--- src/rtl/core/xalu_pkg.sv ---
// Shared types and constants for the x86 integer ALU.
`timescale 1ns / 1ps
package xalu_pkg;

    localparam logic [3:0] KIND_ADD  = 4'd0;
    localparam logic [3:0] KIND_ADC  = 4'd1;
    localparam logic [3:0] KIND_SUB  = 4'd2;
    localparam logic [3:0] KIND_SBB  = 4'd3;
    localparam logic [3:0] KIND_AND  = 4'd4;
    localparam logic [3:0] KIND_OR   = 4'd5;
    localparam logic [3:0] KIND_XOR  = 4'd6;
    localparam logic [3:0] KIND_SHL  = 4'd7;
    localparam logic [3:0] KIND_SHR  = 4'd8;
    localparam logic [3:0] KIND_SAR  = 4'd9;
    localparam logic [3:0] KIND_MUL  = 4'd10;
    localparam logic [3:0] KIND_IMUL = 4'd11;
    localparam logic [3:0] KIND_DIV  = 4'd12;
    localparam logic [3:0] KIND_IDIV = 4'd13;

    localparam logic [1:0] SIZE_8  = 2'd0;
    localparam logic [1:0] SIZE_16 = 2'd1;

    localparam logic [5:0] DIV_STEP_LAST = 6'd63;

    typedef enum logic [2:0] {
        ST_IDLE,
        ST_DISPATCH,
        ST_MUL,
        ST_DIV,
        ST_DIVFIN,
        ST_OUT
    } state_t;

    typedef struct packed {
        logic load;
        logic exec;
        logic mul_cap;
        logic mul_fin;
        logic div_start;
        logic div_step;
        logic div_fin;
    } cmd_t;

    typedef struct packed {
        logic is_mul;
        logic is_div;
        logic div_zero;
        logic div_last;
    } stat_t;

endpackage

--- src/rtl/core/xalu_ctrl.sv ---
// Sequencing state machine for the x86 integer ALU.
`timescale 1ns / 1ps
module xalu_ctrl (
    input  logic            aclk,
    input  logic            aresetn,
    input  logic            s_tvalid,
    output logic            s_tready,
    output logic            m_tvalid,
    input  logic            m_tready,
    input  xalu_pkg::stat_t stat,
    output xalu_pkg::cmd_t  cmd
);

    xalu_pkg::state_t state_reg, state_next;

    always_ff @(posedge aclk) begin
        if (!aresetn) begin
            state_reg <= xalu_pkg::ST_IDLE;
        end else begin
            state_reg <= state_next;
        end
    end

    always_comb begin
        state_next = state_reg;
        cmd        = '0;
        s_tready   = 1'b0;
        m_tvalid   = 1'b0;
        case (state_reg)
            xalu_pkg::ST_IDLE: begin
                s_tready = 1'b1;
                if (s_tvalid) begin
                    cmd.load   = 1'b1;
                    state_next = xalu_pkg::ST_DISPATCH;
                end
            end
            xalu_pkg::ST_DISPATCH: begin
                if (stat.is_mul) begin
                    cmd.mul_cap = 1'b1;
                    state_next  = xalu_pkg::ST_MUL;
                end else if (stat.is_div && !stat.div_zero) begin
                    cmd.div_start = 1'b1;
                    state_next    = xalu_pkg::ST_DIV;
                end else begin
                    cmd.exec   = 1'b1;
                    state_next = xalu_pkg::ST_OUT;
                end
            end
            xalu_pkg::ST_MUL: begin
                cmd.mul_fin = 1'b1;
                state_next  = xalu_pkg::ST_OUT;
            end
            xalu_pkg::ST_DIV: begin
                cmd.div_step = 1'b1;
                if (stat.div_last) begin
                    state_next = xalu_pkg::ST_DIVFIN;
                end
            end
            xalu_pkg::ST_DIVFIN: begin
                cmd.div_fin = 1'b1;
                state_next  = xalu_pkg::ST_OUT;
            end
            xalu_pkg::ST_OUT: begin
                m_tvalid = 1'b1;
                if (m_tready) begin
                    state_next = xalu_pkg::ST_IDLE;
                end
            end
            default: begin
                state_next = xalu_pkg::ST_IDLE;
            end
        endcase
    end

    a_no_overlap: assert property (@(posedge aclk) disable iff (!aresetn)
        !(s_tready && m_tvalid))
        else $error("input and output sides open together");

    a_cmd_single: assert property (@(posedge aclk) disable iff (!aresetn)
        $onehot0(cmd))
        else $error("more than one datapath command");

    a_div_exit: assert property (@(posedge aclk) disable iff (!aresetn)
        (state_reg == xalu_pkg::ST_DIV && stat.div_last)
        |=> state_reg == xalu_pkg::ST_DIVFIN)
        else $error("divide did not finish after last step");

    a_load_dispatch: assert property (@(posedge aclk) disable iff (!aresetn)
        cmd.load |=> state_reg == xalu_pkg::ST_DISPATCH)
        else $error("accepted beat not dispatched");

endmodule

--- src/rtl/core/xalu_dp.sv ---
// Operand registers, ALU, multiplier, shift-subtract divider and flags.
`timescale 1ns / 1ps
module xalu_dp (
    input  logic            aclk,
    input  logic            aresetn,
    input  xalu_pkg::cmd_t  cmd,
    output xalu_pkg::stat_t stat,
    input  logic [3:0]      in_kind,
    input  logic [31:0]     in_src,
    input  logic [63:0]     in_dest,
    input  logic [1:0]      in_size,
    output logic [63:0]     result,
    output logic [31:0]     remainder,
    output logic            carry_out,
    output logic            parity_out,
    output logic            zero_out,
    output logic            sign_out,
    output logic            overflow_out,
    output logic            divide_error
);

    logic [3:0]  kind_reg;
    logic [31:0] src_reg;
    logic [63:0] dest_reg;
    logic [1:0]  size_reg;

    logic cf_reg, pf_reg, zf_reg, sf_reg, of_reg;
    logic cf_next, pf_next, zf_next, sf_next, of_next;

    logic [63:0] result_reg;
    logic [31:0] rem_reg_out;
    logic        derr_reg;

    logic [63:0] prod_reg;
    logic [63:0] quo_reg;
    logic [31:0] rem_reg;
    logic [31:0] dvs_reg;
    logic        negq_reg, negr_reg;
    logic [5:0]  cnt_reg;

    logic [31:0] m32;
    logic [63:0] m64;
    logic [31:0] a, b;
    logic [63:0] a_s, b_s;
    logic [4:0]  n;

    function automatic logic msb_at(input logic [31:0] v, input logic [1:0] ds);
        logic r;
        case (ds)
            xalu_pkg::SIZE_8:  r = v[7];
            xalu_pkg::SIZE_16: r = v[15];
            default:           r = v[31];
        endcase
        return r;
    endfunction

    always_comb begin
        case (size_reg)
            xalu_pkg::SIZE_8: begin
                m32 = 32'h0000_00FF;
                m64 = 64'h0000_0000_0000_FFFF;
            end
            xalu_pkg::SIZE_16: begin
                m32 = 32'h0000_FFFF;
                m64 = 64'h0000_0000_FFFF_FFFF;
            end
            default: begin
                m32 = 32'hFFFF_FFFF;
                m64 = 64'hFFFF_FFFF_FFFF_FFFF;
            end
        endcase
    end

    assign a = dest_reg[31:0] & m32;
    assign b = src_reg & m32;
    assign n = src_reg[4:0];

    always_comb begin
        case (size_reg)
            xalu_pkg::SIZE_8: begin
                a_s = {{56{a[7]}}, a[7:0]};
                b_s = {{56{b[7]}}, b[7:0]};
            end
            xalu_pkg::SIZE_16: begin
                a_s = {{48{a[15]}}, a[15:0]};
                b_s = {{48{b[15]}}, b[15:0]};
            end
            default: begin
                a_s = {{32{a[31]}}, a};
                b_s = {{32{b[31]}}, b};
            end
        endcase
    end

    assign stat.is_mul   = (kind_reg == xalu_pkg::KIND_MUL) || (kind_reg == xalu_pkg::KIND_IMUL);
    assign stat.is_div   = (kind_reg == xalu_pkg::KIND_DIV) || (kind_reg == xalu_pkg::KIND_IDIV);
    assign stat.div_zero = (b == 32'd0);
    assign stat.div_last = (cnt_reg == xalu_pkg::DIV_STEP_LAST);

    // Combinational ALU and shifter
    logic        cin;
    logic [32:0] sum33, dif33;
    logic [63:0] shl64, sar64;
    logic [31:0] res_x;
    logic        derr_x;
    logic        addc, subc, shlc;

    assign cin   = cf_reg & ((kind_reg == xalu_pkg::KIND_ADC) || (kind_reg == xalu_pkg::KIND_SBB));
    assign sum33 = {1'b0, a} + {1'b0, b} + {32'd0, cin};
    assign dif33 = {1'b0, a} - {1'b0, b} - {32'd0, cin};
    assign shl64 = {32'd0, a} << n;
    assign sar64 = a_s >>> n;

    always_comb begin
        case (size_reg)
            xalu_pkg::SIZE_8: begin
                addc = sum33[8];
                shlc = shl64[8];
            end
            xalu_pkg::SIZE_16: begin
                addc = sum33[16];
                shlc = shl64[16];
            end
            default: begin
                addc = sum33[32];
                shlc = shl64[32];
            end
        endcase
    end
    assign subc = dif33[32];

    always_comb begin
        res_x   = 32'd0;
        derr_x  = 1'b0;
        cf_next = cf_reg;
        pf_next = pf_reg;
        zf_next = zf_reg;
        sf_next = sf_reg;
        of_next = of_reg;
        case (kind_reg)
            xalu_pkg::KIND_ADD, xalu_pkg::KIND_ADC: begin
                res_x   = sum33[31:0] & m32;
                cf_next = addc;
                of_next = msb_at(~(a ^ b) & (a ^ res_x), size_reg);
            end
            xalu_pkg::KIND_SUB, xalu_pkg::KIND_SBB: begin
                res_x   = dif33[31:0] & m32;
                cf_next = subc;
                of_next = msb_at((a ^ b) & (a ^ res_x), size_reg);
            end
            xalu_pkg::KIND_AND, xalu_pkg::KIND_OR, xalu_pkg::KIND_XOR: begin
                res_x   = (kind_reg == xalu_pkg::KIND_AND) ? (a & b) :
                          (kind_reg == xalu_pkg::KIND_OR)  ? (a | b) : (a ^ b);
                cf_next = 1'b0;
                of_next = 1'b0;
            end
            xalu_pkg::KIND_SHL: begin
                res_x = a;
                if (n != 5'd0) begin
                    res_x   = shl64[31:0] & m32;
                    cf_next = shlc;
                    if (n == 5'd1) begin
                        of_next = msb_at(res_x, size_reg) ^ shlc;
                    end
                end
            end
            xalu_pkg::KIND_SHR: begin
                res_x = a;
                if (n != 5'd0) begin
                    res_x   = a >> n;
                    cf_next = a[n - 5'd1];
                    if (n == 5'd1) begin
                        of_next = msb_at(a, size_reg);
                    end
                end
            end
            xalu_pkg::KIND_SAR: begin
                res_x = a;
                if (n != 5'd0) begin
                    res_x   = sar64[31:0] & m32;
                    cf_next = a_s[n - 5'd1];
                    if (n == 5'd1) begin
                        of_next = 1'b0;
                    end
                end
            end
            xalu_pkg::KIND_DIV, xalu_pkg::KIND_IDIV: begin
                derr_x = 1'b1;
            end
            default: begin
                res_x = 32'd0;
            end
        endcase
    end

    logic upd_pzs;
    assign upd_pzs = (kind_reg <= xalu_pkg::KIND_XOR) ||
                     (((kind_reg == xalu_pkg::KIND_SHL) || (kind_reg == xalu_pkg::KIND_SHR) ||
                       (kind_reg == xalu_pkg::KIND_SAR)) && (n != 5'd0));

    // Multiplier, operands sign- or zero-extended to 33 bits
    logic signed [32:0] ma, mb;
    logic signed [65:0] prod66;
    logic [63:0]        prod_m;
    logic               mul_hi;

    assign ma     = (kind_reg == xalu_pkg::KIND_IMUL) ? $signed(a_s[32:0]) : $signed({1'b0, a});
    assign mb     = (kind_reg == xalu_pkg::KIND_IMUL) ? $signed(b_s[32:0]) : $signed({1'b0, b});
    assign prod66 = ma * mb;
    assign prod_m = prod_reg & m64;

    always_comb begin
        case (size_reg)
            xalu_pkg::SIZE_8:  mul_hi = |prod_m[15:8];
            xalu_pkg::SIZE_16: mul_hi = |prod_m[31:16];
            default:           mul_hi = |prod_m[63:32];
        endcase
    end

    // Divider setup and one restoring step a cycle
    logic [63:0] dd_s, dd_mag;
    logic [31:0] dv_s, dv_mag;
    logic        is_idiv, nd, nv;
    logic [32:0] trial, trial_sub;
    logic        ge;
    logic [63:0] q_fin;
    logic [31:0] r_fin;

    assign is_idiv = (kind_reg == xalu_pkg::KIND_IDIV);

    always_comb begin
        case (size_reg)
            xalu_pkg::SIZE_8:  dd_s = {{48{dest_reg[15]}}, dest_reg[15:0]};
            xalu_pkg::SIZE_16: dd_s = {{32{dest_reg[31]}}, dest_reg[31:0]};
            default:           dd_s = dest_reg;
        endcase
    end

    assign dv_s   = b_s[31:0];
    assign nd     = is_idiv & dd_s[63];
    assign nv     = is_idiv & dv_s[31];
    assign dd_mag = !is_idiv ? (dest_reg & m64) : (nd ? (~dd_s + 64'd1) : dd_s);
    assign dv_mag = !is_idiv ? b : (nv ? (~dv_s + 32'd1) : dv_s);

    assign trial     = {rem_reg, quo_reg[63]};
    assign ge        = (trial >= {1'b0, dvs_reg});
    assign trial_sub = trial - {1'b0, dvs_reg};

    assign q_fin = negq_reg ? (~quo_reg + 64'd1) : quo_reg;
    assign r_fin = negr_reg ? (~rem_reg + 32'd1) : rem_reg;

    always_ff @(posedge aclk) begin
        if (!aresetn) begin
            cf_reg <= 1'b0;
            pf_reg <= 1'b0;
            zf_reg <= 1'b0;
            sf_reg <= 1'b0;
            of_reg <= 1'b0;
        end else if (cmd.exec) begin
            cf_reg <= cf_next;
            of_reg <= of_next;
            if (upd_pzs) begin
                pf_reg <= ~^res_x[7:0];
                zf_reg <= (res_x == 32'd0);
                sf_reg <= msb_at(res_x, size_reg);
            end
        end else if (cmd.mul_fin && (kind_reg == xalu_pkg::KIND_MUL)) begin
            cf_reg <= mul_hi;
            of_reg <= mul_hi;
        end
    end

    always_ff @(posedge aclk) begin
        if (cmd.load) begin
            kind_reg <= in_kind;
            src_reg  <= in_src;
            dest_reg <= in_dest;
            size_reg <= in_size;
        end
        if (cmd.exec) begin
            result_reg  <= {32'd0, res_x};
            rem_reg_out <= 32'd0;
            derr_reg    <= derr_x;
        end
        if (cmd.mul_cap) begin
            prod_reg <= prod66[63:0];
        end
        if (cmd.mul_fin) begin
            result_reg  <= prod_m;
            rem_reg_out <= 32'd0;
            derr_reg    <= 1'b0;
        end
        if (cmd.div_start) begin
            quo_reg  <= dd_mag;
            rem_reg  <= 32'd0;
            dvs_reg  <= dv_mag;
            negq_reg <= nd ^ nv;
            negr_reg <= nd;
            cnt_reg  <= 6'd0;
        end
        if (cmd.div_step) begin
            rem_reg <= ge ? trial_sub[31:0] : trial[31:0];
            quo_reg <= {quo_reg[62:0], ge};
            cnt_reg <= cnt_reg + 6'd1;
        end
        if (cmd.div_fin) begin
            result_reg  <= {32'd0, q_fin[31:0] & m32};
            rem_reg_out <= r_fin & m32;
            derr_reg    <= 1'b0;
        end
    end

    assign result       = result_reg;
    assign remainder    = rem_reg_out;
    assign divide_error = derr_reg;
    assign carry_out    = cf_reg;
    assign parity_out   = pf_reg;
    assign zero_out     = zf_reg;
    assign sign_out     = sf_reg;
    assign overflow_out = of_reg;

endmodule

--- src/rtl/core/x86_integer_alu_with_flags.sv ---
// Top level of the x86 integer ALU with kept flags.
//
// One beat on the s_ channel carries one operation (kind and size in tuser,
// operands in tdata); one beat on the m_ channel returns its result, the
// flags as they stand afterwards, and a divide-error bit in tuser.
// The block works on one beat at a time: s_tready is high only while it is
// idle, and drops from the accept until the result beat is taken.
// Path from accept to m_tvalid: the controller goes through DISPATCH and then OUT
// for add, adc, sub, sbb, logic operations, shifts, divides by zero and unused
// kinds; through DISPATCH, MUL and OUT for mul and imul (one registered 33x33
// multiplier); through DISPATCH, DIV and DIVFIN to OUT for div and idiv, the
// restoring divider in DIV retiring one quotient bit a cycle over a 64-bit dividend.
// A result beat holds steady while m_tready is low, and no new beat is
// accepted until it goes out.
// Synchronous active-low reset clears the flags to zero and returns the
// controller to idle; no beat is in flight after reset.
`timescale 1ns / 1ps
module x86_integer_alu_with_flags (
    input  logic         aclk,
    input  logic         aresetn,
    input  logic         s_tvalid,
    output logic         s_tready,
    input  logic [95:0]  s_tdata,  // src[31:0], dest[95:32]
    input  logic [5:0]   s_tuser,  // kind[3:0], op_size[5:4]
    output logic         m_tvalid,
    input  logic         m_tready,
    output logic [103:0] m_tdata,  // result[63:0], remainder[95:64], carry_out[96],
                                   // parity_out[97], zero_out[98], sign_out[99],
                                   // overflow_out[100], zero pad[103:101]
    output logic         m_tuser   // divide_error
);

    xalu_pkg::cmd_t  cmd;
    xalu_pkg::stat_t stat;

    logic [63:0] result;
    logic [31:0] remainder;
    logic        carry_out, parity_out, zero_out, sign_out, overflow_out, divide_error;

    xalu_ctrl u_ctrl (
        .aclk     (aclk),
        .aresetn  (aresetn),
        .s_tvalid (s_tvalid),
        .s_tready (s_tready),
        .m_tvalid (m_tvalid),
        .m_tready (m_tready),
        .stat     (stat),
        .cmd      (cmd)
    );

    xalu_dp u_dp (
        .aclk         (aclk),
        .aresetn      (aresetn),
        .cmd          (cmd),
        .stat         (stat),
        .in_kind      (s_tuser[3:0]),
        .in_src       (s_tdata[31:0]),
        .in_dest      (s_tdata[95:32]),
        .in_size      (s_tuser[5:4]),
        .result       (result),
        .remainder    (remainder),
        .carry_out    (carry_out),
        .parity_out   (parity_out),
        .zero_out     (zero_out),
        .sign_out     (sign_out),
        .overflow_out (overflow_out),
        .divide_error (divide_error)
    );

    assign m_tdata = {3'b000, overflow_out, sign_out, zero_out, parity_out, carry_out,
                      remainder, result};
    assign m_tuser = divide_error;

endmodule
--- config.mk ---
export PLATFORM = sky130hd
export DESIGN_NAME = x86_integer_alu_with_flags
export DESIGN_NICKNAME = d
export VERILOG_FILES = /design/src/rtl/core/xalu_pkg.sv /design/src/rtl/core/xalu_ctrl.sv /design/src/rtl/core/xalu_dp.sv /design/src/rtl/core/x86_integer_alu_with_flags.sv
export SDC_FILE = /design/constraint.sdc
export NUM_CORES = 2
export LEC_CHECK = 0
export ABC_AREA = 1
export BUFFER_PORTS_ARGS = -buffer_cell sky130_fd_sc_hd__buf_4
export CAP_MARGIN = 5
export CORE_UTILIZATION = 60
export CTS_BUF_LIST = sky130_fd_sc_hd__clkbuf_2 sky130_fd_sc_hd__clkbuf_4 sky130_fd_sc_hd__clkbuf_8
export CTS_CLUSTER_SIZE = 30
export DETAILED_ROUTE_END_ITERATION = 8
export GPL_TIMING_DRIVEN = 0
export PLACE_DENSITY_LB_ADDON = 0.08
export SLEW_MARGIN = 20
export SYNTH_ARGS = -nofsm -noshare
export SYNTH_HDL_FRONTEND = slang
export SYNTH_HIERARCHICAL = 1
export SYNTH_SLANG_ARGS = --single-unit
export TNS_END_PERCENT = 20
--- constraint.sdc ---
create_clock -name aclk -period 7.9 [get_ports aclk]
set_clock_uncertainty 0.1 [all_clocks]
set_input_delay 0.395 -clock aclk [delete_from_list [all_inputs] [get_ports aclk]]
set_output_delay 0.395 -clock aclk [all_outputs]
set_load 0.005 [all_outputs]
==> flow_summary.toml, run 1 <==
[run_status]
status = "did not finish"
stop_stage = "global routing"
error_message = "[ERROR GRT-0232] Routing congestion too high. Check the congestion heatmap in the GUI."

[logic_synthesis]
yosys-mux-area-fraction_pct = 0.05738
synth-async-reset-ratio_pct = 0
yosys_warnings = 6
synth_flop_cell = "edfxtp_1"
ys_ff_latch = 407
synth_area_um2 = 71960
synth_edf_count = 366
synth_simple_gate_area_share_pct = 21.24
syn_area_per_cell_um2 = 7.724
synth_top_family_by_area = "adder cells"
yosys.area_share.adder_pct = 38.08
synth_compound_gate_area_share_pct = 10.07
synth-seq-area-share_pct = 16.41
synthXorXnorAreaFrac_pct = 1.667
ys_types = 85
syn_inst = 9317

[place]
place.gp.congestion = 1.231
io_buffers = 209
postPlaceCellArea_um2 = 76270
place_hpwl_mm = 284.6
dp_slack_ns = -2.968
dp_cells = 11150

[global_routing]
antenna_found_initial = 76
grt_max_degree = 53
gr-usage-all-layers_pct = 72.70
grt_overflow = 91

[clock_network]
cts_htree_levels = 2
clock_path_buffers = 3
root_buffer = "clkbuf_8"
cts_made_buffers = 61
clock_sinks = 407

[floorplanning]
ios = 213
die_w_um = 348.3
die_y_um = 348.3
start_util_pct = 60.70
rows = 126

[sta]
endpoint_type = "sequential cell input"
crit_endpoint = "u_dp/prod_reg[61]$_DFFE_PP_/D"
-- timing repair --
action                     4_1_cts
cloned                           4
setup endpoints to repair       74
setup buffers                  202
hold buffers                   106
pin swaps                       76
resized for setup              739
hold endpoints to repair       110
-- through the flow --
| stage | utilization, % | TNS, ns |
|---|---|---|
| floorplan | - | -1.641 |
| global placement | 64.05 | -291.73 |
| detailed placement | 64.33 | -117.49 |
| CTS | 70.21 | -23.26 |
-- cells in the mapped netlist (13+ instances only) --
cell / instances / area [um2]
o2111ai_1: 20 / 175.2
clkinv_1: 24 / 90.09
nand4_1: 54 / 337.8
nand2_2: 22 / 137.6
o21bai_1: 13 / 97.59
o31ai_1: 13 / 97.59
fa_1: 1130 / 22620
buf_1: 47 / 176.4
or2_2: 20 / 125.1
nor2_2: 27 / 168.9
buf_6: 13 / 146.4
ha_1: 382 / 4780
clkbuf_1: 243 / 912.1
buf_2: 68 / 340.3
o41ai_1: 13 / 113.9
nand2_1: 1901 / 7136
nand3b_1: 15 / 112.6
nor4_1: 26 / 162.7
o221ai_1: 22 / 192.7
buf_4: 16 / 120.1
inv_1: 1857 / 6970
xor2_1: 82 / 718.2
edfxtp_1: 366 / 10990
nor3_1: 60 / 300.3
dfxtp_1: 41 / 820.8
o21ai_0: 469 / 2347
inv_2: 45 / 168.9
o21a_1: 22 / 165.2
xnor2_1: 55 / 481.7
nor2_1: 964 / 3618
a31oi_1: 54 / 337.8
o211ai_1: 75 / 563.0
nand3_1: 514 / 2572
a21oi_1: 424 / 2122
o21ai_1: 61 / 305.3
o22ai_1: 17 / 106.4
-- layer usage --
layer	track usage (%)	overflow
met5	26.65	0
met4	65.42	37
met3	58.00	6
met2	88.10	45
met1	76.03	3
-- cell families after synthesis --
group | after synthesis
and+or+nand+nor | 3663
other | 1
AOI/OAI and AO/OA | 1274
muxes | 4
buffers and inverters | 2319
xor gates and xnor gates | 137
adders and majority gates | 1512
DFF | 407
==> run 2: changes to the inputs <==
--- a/config.mk
+++ b/config.mk
@@ -8,12 +8,10 @@
 export ABC_AREA = 1
 export BUFFER_PORTS_ARGS = -buffer_cell sky130_fd_sc_hd__buf_4
 export CAP_MARGIN = 5
-export CORE_UTILIZATION = 60
-export CTS_BUF_LIST = sky130_fd_sc_hd__clkbuf_2 sky130_fd_sc_hd__clkbuf_4 sky130_fd_sc_hd__clkbuf_8
-export CTS_CLUSTER_SIZE = 30
+export CORE_UTILIZATION = 40
 export DETAILED_ROUTE_END_ITERATION = 8
 export GPL_TIMING_DRIVEN = 0
-export PLACE_DENSITY_LB_ADDON = 0.08
+export PLACE_DENSITY_LB_ADDON = 0.15
 export SLEW_MARGIN = 20
 export SYNTH_ARGS = -nofsm -noshare
 export SYNTH_HDL_FRONTEND = slang
==> constraint.sdc (replaced) <==
create_clock -name aclk -period 10.27 [get_ports aclk]
set_clock_uncertainty 0.1 [all_clocks]
set_input_delay 0.5135 -clock aclk [delete_from_list [all_inputs] [get_ports aclk]]
set_output_delay 0.5135 -clock aclk [all_outputs]
set_load 0.005 [all_outputs]
==> run 2 against run 1 <==
Net effect: the run now ends clean; synthesized area unchanged; synthesized cell count is the same.
==> flow_summary.toml, run 2 <==
[sta]
finalMaxSlewViolations = 0
max_slew_margin_pct = 8.438
period_minus_slack_ns = 10.24
timing.fmax_ghz = 0.09762
period_share_pct = 99.75
setup_violations = 0
fin_hold_ws_ns = 0.02223
max_slew.worst_pin.slew_ns = 1.373
hold_violations = 0
rsz0062_at_grt = "yes"

[logic_synthesis]
ys_ff_latch = 407
ys_types = 85
synth_simple_gate_area_share_pct = 21.24
synth_area_um2 = 71960
yosys.area_share.adder_pct = 38.08
synthTopCellsByArea = "fa_1 31%, edfxtp_1 15%, nand2_1 9.9%"
synth-async-reset-ratio_pct = 0
yosys-mux-area-fraction_pct = 0.05738
synth.top_cells.by_count = "1901 x nand2_1, 1857 x inv_1, 1130 x fa_1, 964 x nor2_1, 514 x nand3_1"
yosys.cell_count.top_type = "nand2_1"
synth_compound_gate_area_share_pct = 10.07
yosys.area.top_type_share_pct = 31.43
synth_top_family_by_area = "adder cells"
syn_area_per_cell_um2 = 7.724
synth-seq-area-share_pct = 16.41
yosys_warnings = 6
synth_edf_count = 366
synth_flop_cell = "edfxtp_1"
synthXorXnorAreaFrac_pct = 1.667
yosys.area.top_type = "fa_1"
syn_inst = 9317

[critical_path]
startpoint_type = "register"
cp_data_required_time_ns = 10.56
cpMaxStageDelayCell = "fa_1"
crit_type = "reg2reg"
critPathCaptureType = "register"
cpMostUsedCell = "fa_1"
crit_path_max_incr_delay_ns = 0.84
critPathMaxFanout = 10
cp_data_arrival_time_ns = 10.53

[routing]
num_vias = 70560
routedWlPerCell_um = 32.78
drc_errors = 0
wl_met3_mm = 37.99
drtAntennaViolNets = 0
wl_mm = 398.7
first_iter_violations = 8690
m1WireLength_mm = 150.7
top_layer_used = "met5"
avgViaCountPerCell = 5.802
wl_met2_mm = 172.7
drt-pass1-iter-count = 7

[run_status]
status = "finished clean"

[place]
place_hpwl_mm = 333.7
place.gp.congestion = 1.150
io_buffers = 209

[hold_path]
min_path_type = "in2reg"

[floorplanning]
core_area_um2 = 178600
die_y_um = 426.2
rows = 155
start_util_pct = 40.29
die_w_um = 426.2
die-area_um2 = 181600
ios = 213

[clock_network]
cts.clk_slew.worst_paths_ns = 0.07
cts_made_buffers = 43
root_buffer = "clkbuf_16"
clock_path_buffers = 3
clock_latency_ns = 0.67
cts_htree_levels = 2
clock_sinks = 407
cts_tree = "yes"

[layout]
layout_commonest_cell = "nand2_1"
layout_common_cells = "1870 x nand2_1, 1827 x inv_1, 1120 x fa_1"
fillCellCount = 18250
drive_above_1_share_pct = 9.454
layout.nets = 11380
syn2layout_area_growth_pct = 12.87

[global_routing]
grt_overflow = 0
grt_pass1_vias = 70810
grt_max_degree = 53
grt_first_pass_wirelength_mm = 547.6
gr-usage-all-layers_pct = 43.74
antenna_found_initial = 20

[job]
max-cap-violations = 0
==> run 2: final cells by class <==
type	count	area, um2	share of cell area, %
buffer	377	2085	2.566
inverter	1930	7376	9.080
timing repair buffer	409	3735	4.598
sequential	407	11810	14.54
multi-input combinational	6593	51780	63.74
tap	2355	2947	3.628
antenna	11	27.53	0.03389
clock buffer	45	1084	1.334
clock inverter	34	385.4	0.4744
==> run 2: final timing paths <==
check                                      from                 to  slack (ns)  cells past startpoint
worst max-delay path            u_dp/src_reg[1]  u_dp/prod_reg[59]        0.03                     30
worst min-delay path                s_tdata[89]  u_dp/dest_reg[57]        0.02                      1
worst max register to register  u_dp/src_reg[1]  u_dp/prod_reg[59]        0.03                     30
worst min register to register  u_dp/result[32]    u_dp/result[32]        0.37                      2
==> run 2: kinds of logic (layout without fill, tap and decap cells) <==
kind of cell / Yosys count / after routing
AOI/OAI and AO/OA: 1274 / 1274
xor gates and xnor gates: 137 / 137
adders and majority gates: 1512 / 1512
buffers and inverters: 2319 / 2795
DFF: 407 / 407
muxes: 4 / 4
other: 1 / 14
and+or+nand+nor: 3663 / 3663
==> run 2: routing by layer <==
layer / global-route usage, % / vias to the layer above
met5: 0 / -
met4: 32.88 / 20
met3: 9.222 / 1126
met2: 67.12 / 4211
met1: 54.09 / 35340
li1: - / 29860
==> run 2: through the flow <==
stage	setup TNS [ns]	setup WS (ns)	util, %	cell area (um2)	std cells
after floorplan	0	1.684	-	71970	9319
after global placement	-62.28	-2.229	42.82	76490	11880
after detailed placement	-31.95	-1.427	43.17	77120	11910
after CTS	0	0.003433	44.98	80350	12110
after global routing	-0.03938	-0.03516	45.46	81200	12150
final	0	0.02611	45.48	81230	12160
==> run 2: critical path: cells and delay by family (launching register included) <==
| family | cells | cell delay, ns |
|---|---|---|
| adder cells (fa/ha/maj) | 9 | 4.99 |
| buffers and inverters | 11 | 2.68 |
| AO/OA/AOI/OAI | 6 | 1.02 |
| AND/OR/NAND/NOR | 3 | 0.54 |
| flip-flops | 1 | 0.52 |
| XOR/XNOR | 1 | 0.14 |
==> run 2: timing repair <==
action,in CTS,in global routing
endpoints found under the hold margin,101,0
resized for setup,211,262
pin swaps,10,18
setup buffers,26,43
cloned,0,0
endpoints found under the setup margin,40,29
hold buffers,101,0
Power of run 2 is left out: the tool's default activity adds up to more than one toggle a clock period on the data nets, which glitch-free logic cannot reach.
